**config.mk**
```make
export PLATFORM = sky130hd
export DESIGN_NAME = lru_page_replacement
export DESIGN_NICKNAME = d
export VERILOG_FILES = /design/src/hdl/lrupr_pkg.sv /design/src/hdl/lru_page_replacement.sv /design/src/hdl/lrupr_table.sv /design/src/hdl/lrupr_scan.sv
export SDC_FILE = /design/constraint.sdc
export NUM_CORES = 1
export LEC_CHECK = 0
export BUFFER_PORTS_ARGS = -buffer_cell sky130_fd_sc_hd__buf_2
export CAP_MARGIN = 10
export CORE_ASPECT_RATIO = 1.4
export CORE_MARGIN = 2
export CORE_UTILIZATION = 62
export DETAILED_ROUTE_END_ITERATION = 10
export PLACE_DENSITY = 0.79
export SLEW_MARGIN = 20
export SYNTH_ARGS = -nofsm -noshare
export SYNTH_HDL_FRONTEND = slang
export SYNTH_HIERARCHICAL = 1
export SYNTH_SLANG_ARGS = --single-unit
```
**constraint.sdc**
```tcl
create_clock -name clock -period 10.8 [get_ports clock]
set_input_delay 1.08 -clock clock [delete_from_list [all_inputs] [get_ports clock]]
set_output_delay 1.08 -clock clock [all_outputs]
set_load 0.01 [all_outputs]
```
**src/hdl/lrupr_pkg.sv**
```systemverilog
package lrupr_pkg;

   localparam int FRAMES    = 16;
   localparam int PAGE_BITS = 20;
   localparam int TIME_BITS = 32;

   localparam int IDX_BITS      = (FRAMES > 1) ? $clog2(FRAMES) : 1;
   localparam int CNT_BITS      = $clog2(FRAMES + 1);
   localparam int CFG_BITS      = 5;
   localparam int IN_PAGE_BITS  = 20;
   localparam int OUT_IDX_BITS  = 4;
   localparam int TOTAL_BITS    = 32;

   localparam logic [CFG_BITS-1:0] FRAME_COUNT_RESET = 5'd16;
   localparam logic [63:0] TIME_MAX = 64'((65'd1 << TIME_BITS) - 65'd1);

   typedef logic [IDX_BITS-1:0]   lrupr_idx_type;
   typedef logic [CNT_BITS-1:0]   lrupr_cnt_type;
   typedef logic [PAGE_BITS-1:0]  lrupr_page_type;
   typedef logic [TIME_BITS-1:0]  lrupr_stamp_type;
   typedef logic [TOTAL_BITS-1:0] lrupr_total_type;

   typedef struct packed {
      logic            en;
      logic            page_en;
      lrupr_idx_type   addr;
      lrupr_page_type  page;
      lrupr_stamp_type stamp;
   } lrupr_wr_type;

   typedef struct packed {
      logic          match;
      logic          found;
      lrupr_idx_type slot;
   } lrupr_scan_type;

   function automatic lrupr_cnt_type frames_in_use(input logic [CFG_BITS-1:0] fc);
      lrupr_cnt_type r;
      if (fc == '0) begin
         r = CNT_BITS'(1);
      end else if (int'(fc) > FRAMES) begin
         r = CNT_BITS'(FRAMES);
      end else begin
         r = CNT_BITS'(fc);
      end
      return r;
   endfunction

   function automatic lrupr_stamp_type stamp_of(input lrupr_total_type cnt);
      lrupr_stamp_type r;
      if (64'(cnt) > TIME_MAX) begin
         r = TIME_BITS'(TIME_MAX);
      end else begin
         r = TIME_BITS'(cnt);
      end
      return r;
   endfunction

endpackage

```
**src/hdl/lru_page_replacement.sv**
```systemverilog
// accepted request: frames in use are scanned from frame 0 and the scan stops
// at the first matching frame, then the table write and registered response follow
// one frame is compared per cycle in the shared scan unit; the block takes no new
// request until its response is registered, which waits while an earlier one is untaken
// synchronous reset: frames hold page 0 with time 0, counters clear, frame_count 16
module lru_page_replacement (
   input  logic                                     clock,
   input  logic                                     reset,
   input  logic                                     req_valid,
   output logic                                     req_ready,
   input  logic [lrupr_pkg::IN_PAGE_BITS-1:0]       req_page_number,
   output logic                                     rsp_valid,
   input  logic                                     rsp_ready,
   output logic                                     rsp_hit,
   output logic [lrupr_pkg::OUT_IDX_BITS-1:0]       rsp_frame_index,
   output logic [lrupr_pkg::TOTAL_BITS-1:0]         rsp_request_total,
   output logic [lrupr_pkg::TOTAL_BITS-1:0]         rsp_fault_total,
   input  logic                                     csr_wr_en,
   input  logic [lrupr_pkg::CFG_BITS-1:0]           csr_wr_data
);

   typedef enum logic [1:0] {
      S_IDLE,
      S_SCAN,
      S_WRITE,
      S_OUT
   } state_type;

   state_type                          state_ff;
   lrupr_pkg::lrupr_cnt_type           idx_ff;
   lrupr_pkg::lrupr_cnt_type           n_ff;
   lrupr_pkg::lrupr_page_type          page_ff;
   lrupr_pkg::lrupr_total_type         req_cnt_ff;
   lrupr_pkg::lrupr_total_type         fault_cnt_ff;
   logic [lrupr_pkg::CFG_BITS-1:0]     frame_count_ff;
   logic                               rsp_valid_ff;
   logic                               rsp_hit_ff;
   logic [lrupr_pkg::OUT_IDX_BITS-1:0] rsp_frame_index_ff;
   lrupr_pkg::lrupr_total_type         rsp_request_total_ff;
   lrupr_pkg::lrupr_total_type         rsp_fault_total_ff;

   lrupr_pkg::lrupr_wr_type    wr;
   lrupr_pkg::lrupr_scan_type  scan;
   lrupr_pkg::lrupr_page_type  rd_page;
   lrupr_pkg::lrupr_stamp_type rd_stamp;
   lrupr_pkg::lrupr_idx_type   rd_idx;
   logic                       last;

   assign rd_idx = idx_ff[lrupr_pkg::IDX_BITS-1:0];
   assign last   = (lrupr_pkg::CNT_BITS'(idx_ff + 1'b1) == n_ff);

   assign wr.en      = (state_ff == S_WRITE);
   assign wr.page_en = !scan.found;
   assign wr.addr    = scan.slot;
   assign wr.page    = page_ff;
   assign wr.stamp   = lrupr_pkg::stamp_of(req_cnt_ff);

   lrupr_table u_table (
      .clock    (clock),
      .reset    (reset),
      .wr       (wr),
      .rd_idx   (rd_idx),
      .rd_page  (rd_page),
      .rd_stamp (rd_stamp)
   );

   lrupr_scan u_scan (
      .clock    (clock),
      .reset    (reset),
      .clear    (state_ff == S_IDLE),
      .step     (state_ff == S_SCAN),
      .idx      (rd_idx),
      .ref_page (page_ff),
      .rd_page  (rd_page),
      .rd_stamp (rd_stamp),
      .status   (scan)
   );

   always_ff @(posedge clock) begin
      if (reset) begin
         state_ff             <= S_IDLE;
         idx_ff               <= '0;
         n_ff                 <= '0;
         page_ff              <= '0;
         req_cnt_ff           <= '0;
         fault_cnt_ff         <= '0;
         frame_count_ff       <= lrupr_pkg::FRAME_COUNT_RESET;
         rsp_valid_ff         <= 1'b0;
         rsp_hit_ff           <= 1'b0;
         rsp_frame_index_ff   <= '0;
         rsp_request_total_ff <= '0;
         rsp_fault_total_ff   <= '0;
      end else begin
         if (csr_wr_en) begin
            frame_count_ff <= csr_wr_data;
         end
         if (rsp_valid_ff && rsp_ready && (state_ff != S_OUT)) begin
            rsp_valid_ff <= 1'b0;
         end
         unique case (state_ff)
            S_IDLE: begin
               if (req_valid) begin
                  page_ff <= lrupr_pkg::PAGE_BITS'(req_page_number);
                  n_ff    <= lrupr_pkg::frames_in_use(frame_count_ff);
                  idx_ff  <= '0;
                  if (req_cnt_ff != '1) begin
                     req_cnt_ff <= req_cnt_ff + 1'b1;
                  end
                  state_ff <= S_SCAN;
               end
            end
            S_SCAN: begin
               if (scan.match || last) begin
                  state_ff <= S_WRITE;
               end else begin
                  idx_ff <= idx_ff + 1'b1;
               end
            end
            S_WRITE: begin
               if (!scan.found && (fault_cnt_ff != '1)) begin
                  fault_cnt_ff <= fault_cnt_ff + 1'b1;
               end
               state_ff <= S_OUT;
            end
            S_OUT: begin
               if (!rsp_valid_ff || rsp_ready) begin
                  rsp_valid_ff         <= 1'b1;
                  rsp_hit_ff           <= scan.found;
                  rsp_frame_index_ff   <= lrupr_pkg::OUT_IDX_BITS'(scan.slot);
                  rsp_request_total_ff <= req_cnt_ff;
                  rsp_fault_total_ff   <= fault_cnt_ff;
                  state_ff             <= S_IDLE;
               end
            end
         endcase
      end
   end

   assign req_ready         = (state_ff == S_IDLE);
   assign rsp_valid         = rsp_valid_ff;
   assign rsp_hit           = rsp_hit_ff;
   assign rsp_frame_index   = rsp_frame_index_ff;
   assign rsp_request_total = rsp_request_total_ff;
   assign rsp_fault_total   = rsp_fault_total_ff;

   a_scan_in_range: assert property (@(posedge clock) disable iff (reset)
      (state_ff == S_SCAN) |-> (idx_ff < n_ff))
      else $error("scan index beyond frames in use");

   a_faults_bounded: assert property (@(posedge clock) disable iff (reset)
      fault_cnt_ff <= req_cnt_ff)
      else $error("fault count above request count");

   a_accept_starts_scan: assert property (@(posedge clock) disable iff (reset)
      (req_valid && req_ready) |=> (state_ff == S_SCAN && idx_ff == '0))
      else $error("accepted request did not start a scan");

   a_hit_keeps_faults: assert property (@(posedge clock) disable iff (reset)
      (state_ff == S_WRITE && scan.found) |=> $stable(fault_cnt_ff))
      else $error("fault count moved on a hit");

endmodule

```
**src/hdl/lrupr_table.sv**
```systemverilog
module lrupr_table (
   input  logic                      clock,
   input  logic                      reset,
   input  lrupr_pkg::lrupr_wr_type   wr,
   input  lrupr_pkg::lrupr_idx_type  rd_idx,
   output lrupr_pkg::lrupr_page_type rd_page,
   output lrupr_pkg::lrupr_stamp_type rd_stamp
);

   lrupr_pkg::lrupr_page_type  page_ff  [lrupr_pkg::FRAMES];
   lrupr_pkg::lrupr_stamp_type stamp_ff [lrupr_pkg::FRAMES];

   always_ff @(posedge clock) begin
      if (reset) begin
         for (int i = 0; i < lrupr_pkg::FRAMES; i++) begin
            page_ff[i]  <= '0;
            stamp_ff[i] <= '0;
         end
      end else if (wr.en) begin
         stamp_ff[wr.addr] <= wr.stamp;
         if (wr.page_en) begin
            page_ff[wr.addr] <= wr.page;
         end
      end
   end

   assign rd_page  = page_ff[rd_idx];
   assign rd_stamp = stamp_ff[rd_idx];

endmodule

```
**src/hdl/lrupr_scan.sv**
```systemverilog
module lrupr_scan (
   input  logic                       clock,
   input  logic                       reset,
   input  logic                       clear,
   input  logic                       step,
   input  lrupr_pkg::lrupr_idx_type   idx,
   input  lrupr_pkg::lrupr_page_type  ref_page,
   input  lrupr_pkg::lrupr_page_type  rd_page,
   input  lrupr_pkg::lrupr_stamp_type rd_stamp,
   output lrupr_pkg::lrupr_scan_type  status
);

   logic                       found_ff;
   logic                       first_ff;
   lrupr_pkg::lrupr_idx_type   match_idx_ff;
   lrupr_pkg::lrupr_idx_type   min_idx_ff;
   lrupr_pkg::lrupr_stamp_type min_stamp_ff;
   logic                       match_now;
   logic                       older;

   assign match_now = step && (rd_page == ref_page);
   assign older     = first_ff || (rd_stamp < min_stamp_ff);

   always_ff @(posedge clock) begin
      if (reset) begin
         found_ff <= 1'b0;
         first_ff <= 1'b1;
      end else if (clear) begin
         found_ff <= 1'b0;
         first_ff <= 1'b1;
      end else if (step) begin
         first_ff <= 1'b0;
         if (match_now) begin
            found_ff <= 1'b1;
         end
      end
   end

   always_ff @(posedge clock) begin
      if (step) begin
         if (match_now && !found_ff) begin
            match_idx_ff <= idx;
         end
         if (older) begin
            min_idx_ff   <= idx;
            min_stamp_ff <= rd_stamp;
         end
      end
   end

   assign status.match = match_now;
   assign status.found = found_ff;
   assign status.slot  = found_ff ? match_idx_ff : min_idx_ff;

endmodule

```
==> flow_summary.toml <==
[run_status]
outcome = "completed"

[detailed_routing]
first_pass_iters = 6
via_count = 30400
highest_layer = "met4"
drt-total-wl_um = 124000
met3WireLength_um = 12900
via_per_inst = 6.84
wl_per_cell_um = 27.9
route.detailed.drc = 0
met2_length_um = 62300
ant_nets = 0
met1_length_um = 42400
drtIter0Drc = 4082

[logic_synthesis]
synth-seq-cells = 1045
synth-xor-area-share = 0.00943
synthCells = 3464
syn_area_per_cell_um2 = 13.4
netlist_area_um2 = 46400
synth_ff_type = "edfxtp_1"
yosysWarnings = 6
yosysMostFrequentCell = "edfxtp_1"
synth_top_family_by_area = "simple AND/OR/NAND/NOR gates"
muxShareOfSynthArea = 0.106
synth.area.top_cells = "edfxtp_1, mux4_2, dfxtp_1"
yosysTopAreaCellShare = 0.564
syn_nets = 3532
synth_async_sr_flop_share = 0
yosys.area_share.simple = 0.154
synth-compound-area-share = 0.0476
synth_edf_count = 872
ys_seq_area_frac = 0.639
synth_area_leader_cell = "edfxtp_1"
ys_types = 69
synthTopCellsByCount = "edfxtp_1, and3_1, nor2_1"
synthAdderAreaFrac = 0.0102

[timing]
setup_viol = 0
layout_setup_ws_ps = 5230
rsz0062_at_grt = "false"
finalCritPeriodShare = 0.516
slew_viol_final = 0
period_needed_ps = 5570
fmax_mhz = 179
hold_viol = 0
fin_skew_ps = 19.3
setup_tns_ps = 0
slew_headroom = 0.231
worst_pin_slew_ps = 1150

[setup_path]
start_kind = "flop"
rr_worst_depth = 12
path_class = "reg2reg"
critical_path_required_ps = 11090
worstPathMaxFanout = 52
end_kind = "flop"
arrival_ps = 5870
reg2reg_slack_ps = 5230
reg2reg_from = "idx_ff[1]"
r2r-end = "u_scan/min_stamp_ff[4]"

[power_and_ir_drop]
power_mw = 9.84
power.leakage_nw = 18.9
p_per_area_nw_per_um2 = 195
peakVddDrop_v = 0.000185

[cells_and_area]
final_layout_size_suffix_gt1_frac = 0.167
fin_nets = 3475
final_cell_count_no_fill = 4448
seqCellArea_um2 = 29700
area_delta_synth_final_pct = 8.95
multi_input_area_um2 = 15300
num-fill-cells = 4960

[cts]
cts_setup_buffers = 0
clock-sinks = 1045
post_cts_resized = 0
cts-hold-fix-buffers = 0
clock_tree.buffer_depth = 3
clockRootBuffer = "clkbuf_16"
cts_tree = "built"
clk_pin_slew_worst_paths_ps = 60
cts-htree-levels = 3
clk_latency_ps = 670
cts_buffers = 94

[place]
dp_slack_ps = 5290
gp_congestion = 0.852
hpwl_um = 67700
numPortBuffers = 100
place_inst = 4271

[die]
ios = 101
floorplan.die.height_um = 328
core-area_um2 = 74100
die_w_um = 235
die-area_um2 = 77100
initial_utilization = 0.626
fp-row-count = 118

[global_routing]
grt_max_degree = 105
grt_antenna_before_repair = 3
grt_pass1_vias = 31500
grt_pass1_wl_um = 185000
grt-ovfl-total = 0
globalRouteTotalUtil = 0.320

[min_path]
hold_end = "rsp_request_total[0]"
whs_path_depth = 2
min_path_type = "reg2reg"
min-delay-start = "rsp_request_total[0]"

[flow_run]
maxCapViolations = 0
## flip-flops by register name (all words and copies together), names as in the netlist
register / count
u_scan/match_idx_ff: 4
rsp_fault_total: 32
n_ff: 5
u_scan/first_ff: 1
state_ff: 2
u_scan/min_stamp_ff: 32
page_ff: 20
rsp_request_total: 32
u_scan/found_ff: 1
frame_count_ff: 5
u_scan/min_idx_ff: 4
rsp_valid: 1
idx_ff: 5
u_table/page_ff: 320
rsp_hit: 1
req_cnt_ff: 32
fault_cnt_ff: 32
u_table/stamp_ff: 512
rsp_frame_index: 4
## stage by stage
stage	hold WS, ps	area (um^2)	utilization
CTS	452	50600	0.682
global placement	440	47300	0.639
detailed placement	443	47300	0.639
finish	452	50600	0.682
floorplan	444	46400	-
global route	470	50600	0.682
## power by group
| group | total (mW) | internal (mW) | switching, mW |
|---|---|---|---|
| registers | 4.72 | 4.60 | 0.121 |
| logic | 1.63 | 0.575 | 1.05 |
| clock network | 3.50 | 2.03 | 1.47 |
## worst max-delay path, stage by stage, from the launching register on
cell	delay, ps
dfxtp_4	740
buf_4	760
buf_4	740
mux4_2	410
a22oi_1	250
nand2_1	110
ha_1	300
o21a_1	180
o2111ai_1	220
o21a_1	190
o211ai_1	230
a211oi_4	390
buf_4	540
## cell usage in the layout (no fill, tap or decap), types with 38 or more instances in the layout
master and count:
nor2_1 378, edfxtp_1 872, a22oi_1 105, ha_1 38, and3_1 394, buf_4 65, buf_2 99, a21oi_1 135
inv_1 43, mux4_2 208, nand2_1 309, and2_1 133, xnor2_1 39, clkbuf_16 101, dfxtp_1 171
## kinds of logic (layout without fill, tap and decap cells)
logic type | after synthesis | count (layout)
and+or+nand+nor | 1399 | 1399
buffers and inverters | 362 | 384
xor gates and xnor gates | 50 | 50
other | 0 | 2
adders and majority gates | 38 | 38
AOI/OAI and AO/OA | 339 | 339
DFF | 1045 | 1045
muxes | 231 | 231
## worst max-delay path by stage
stage / startpoint / endpoint / slack, ps / depth (start not counted)
after detailed placement: idx_ff[1] / u_scan/min_idx_ff[3] / 5290 / 12
final: idx_ff[1] / u_scan/min_stamp_ff[4] / 5230 / 12
after floorplan: idx_ff[0] / u_scan/min_idx_ff[0] / 5080 / 11
after global routing: idx_ff[1] / u_scan/min_stamp_ff[1] / 4980 / 12
after global placement: idx_ff[1] / u_scan/min_stamp_ff[28] / 5440 / 12
after CTS: idx_ff[1] / u_scan/min_stamp_ff[1] / 5270 / 12
## routing by layer
layer | GRT usage | vias up
li1 | - | 12800
met1 | 0.393 | 15100
met2 | 0.545 | 2070
met3 | 0.0603 | 449
met4 | 0.173 | 0
met5 | 0 | -
## layout make-up
cell class	instances	share of cell area
clock inverter	38	0.00933
multi-input combinational	2057	0.303
tap	960	0.0238
timing repair buffer	166	0.0199
antenna	2	0.0000990
inverter	43	0.00319
sequential	1045	0.586
clock buffer	137	0.0544
No activity file was read; power rests on OpenSTA's default activity.
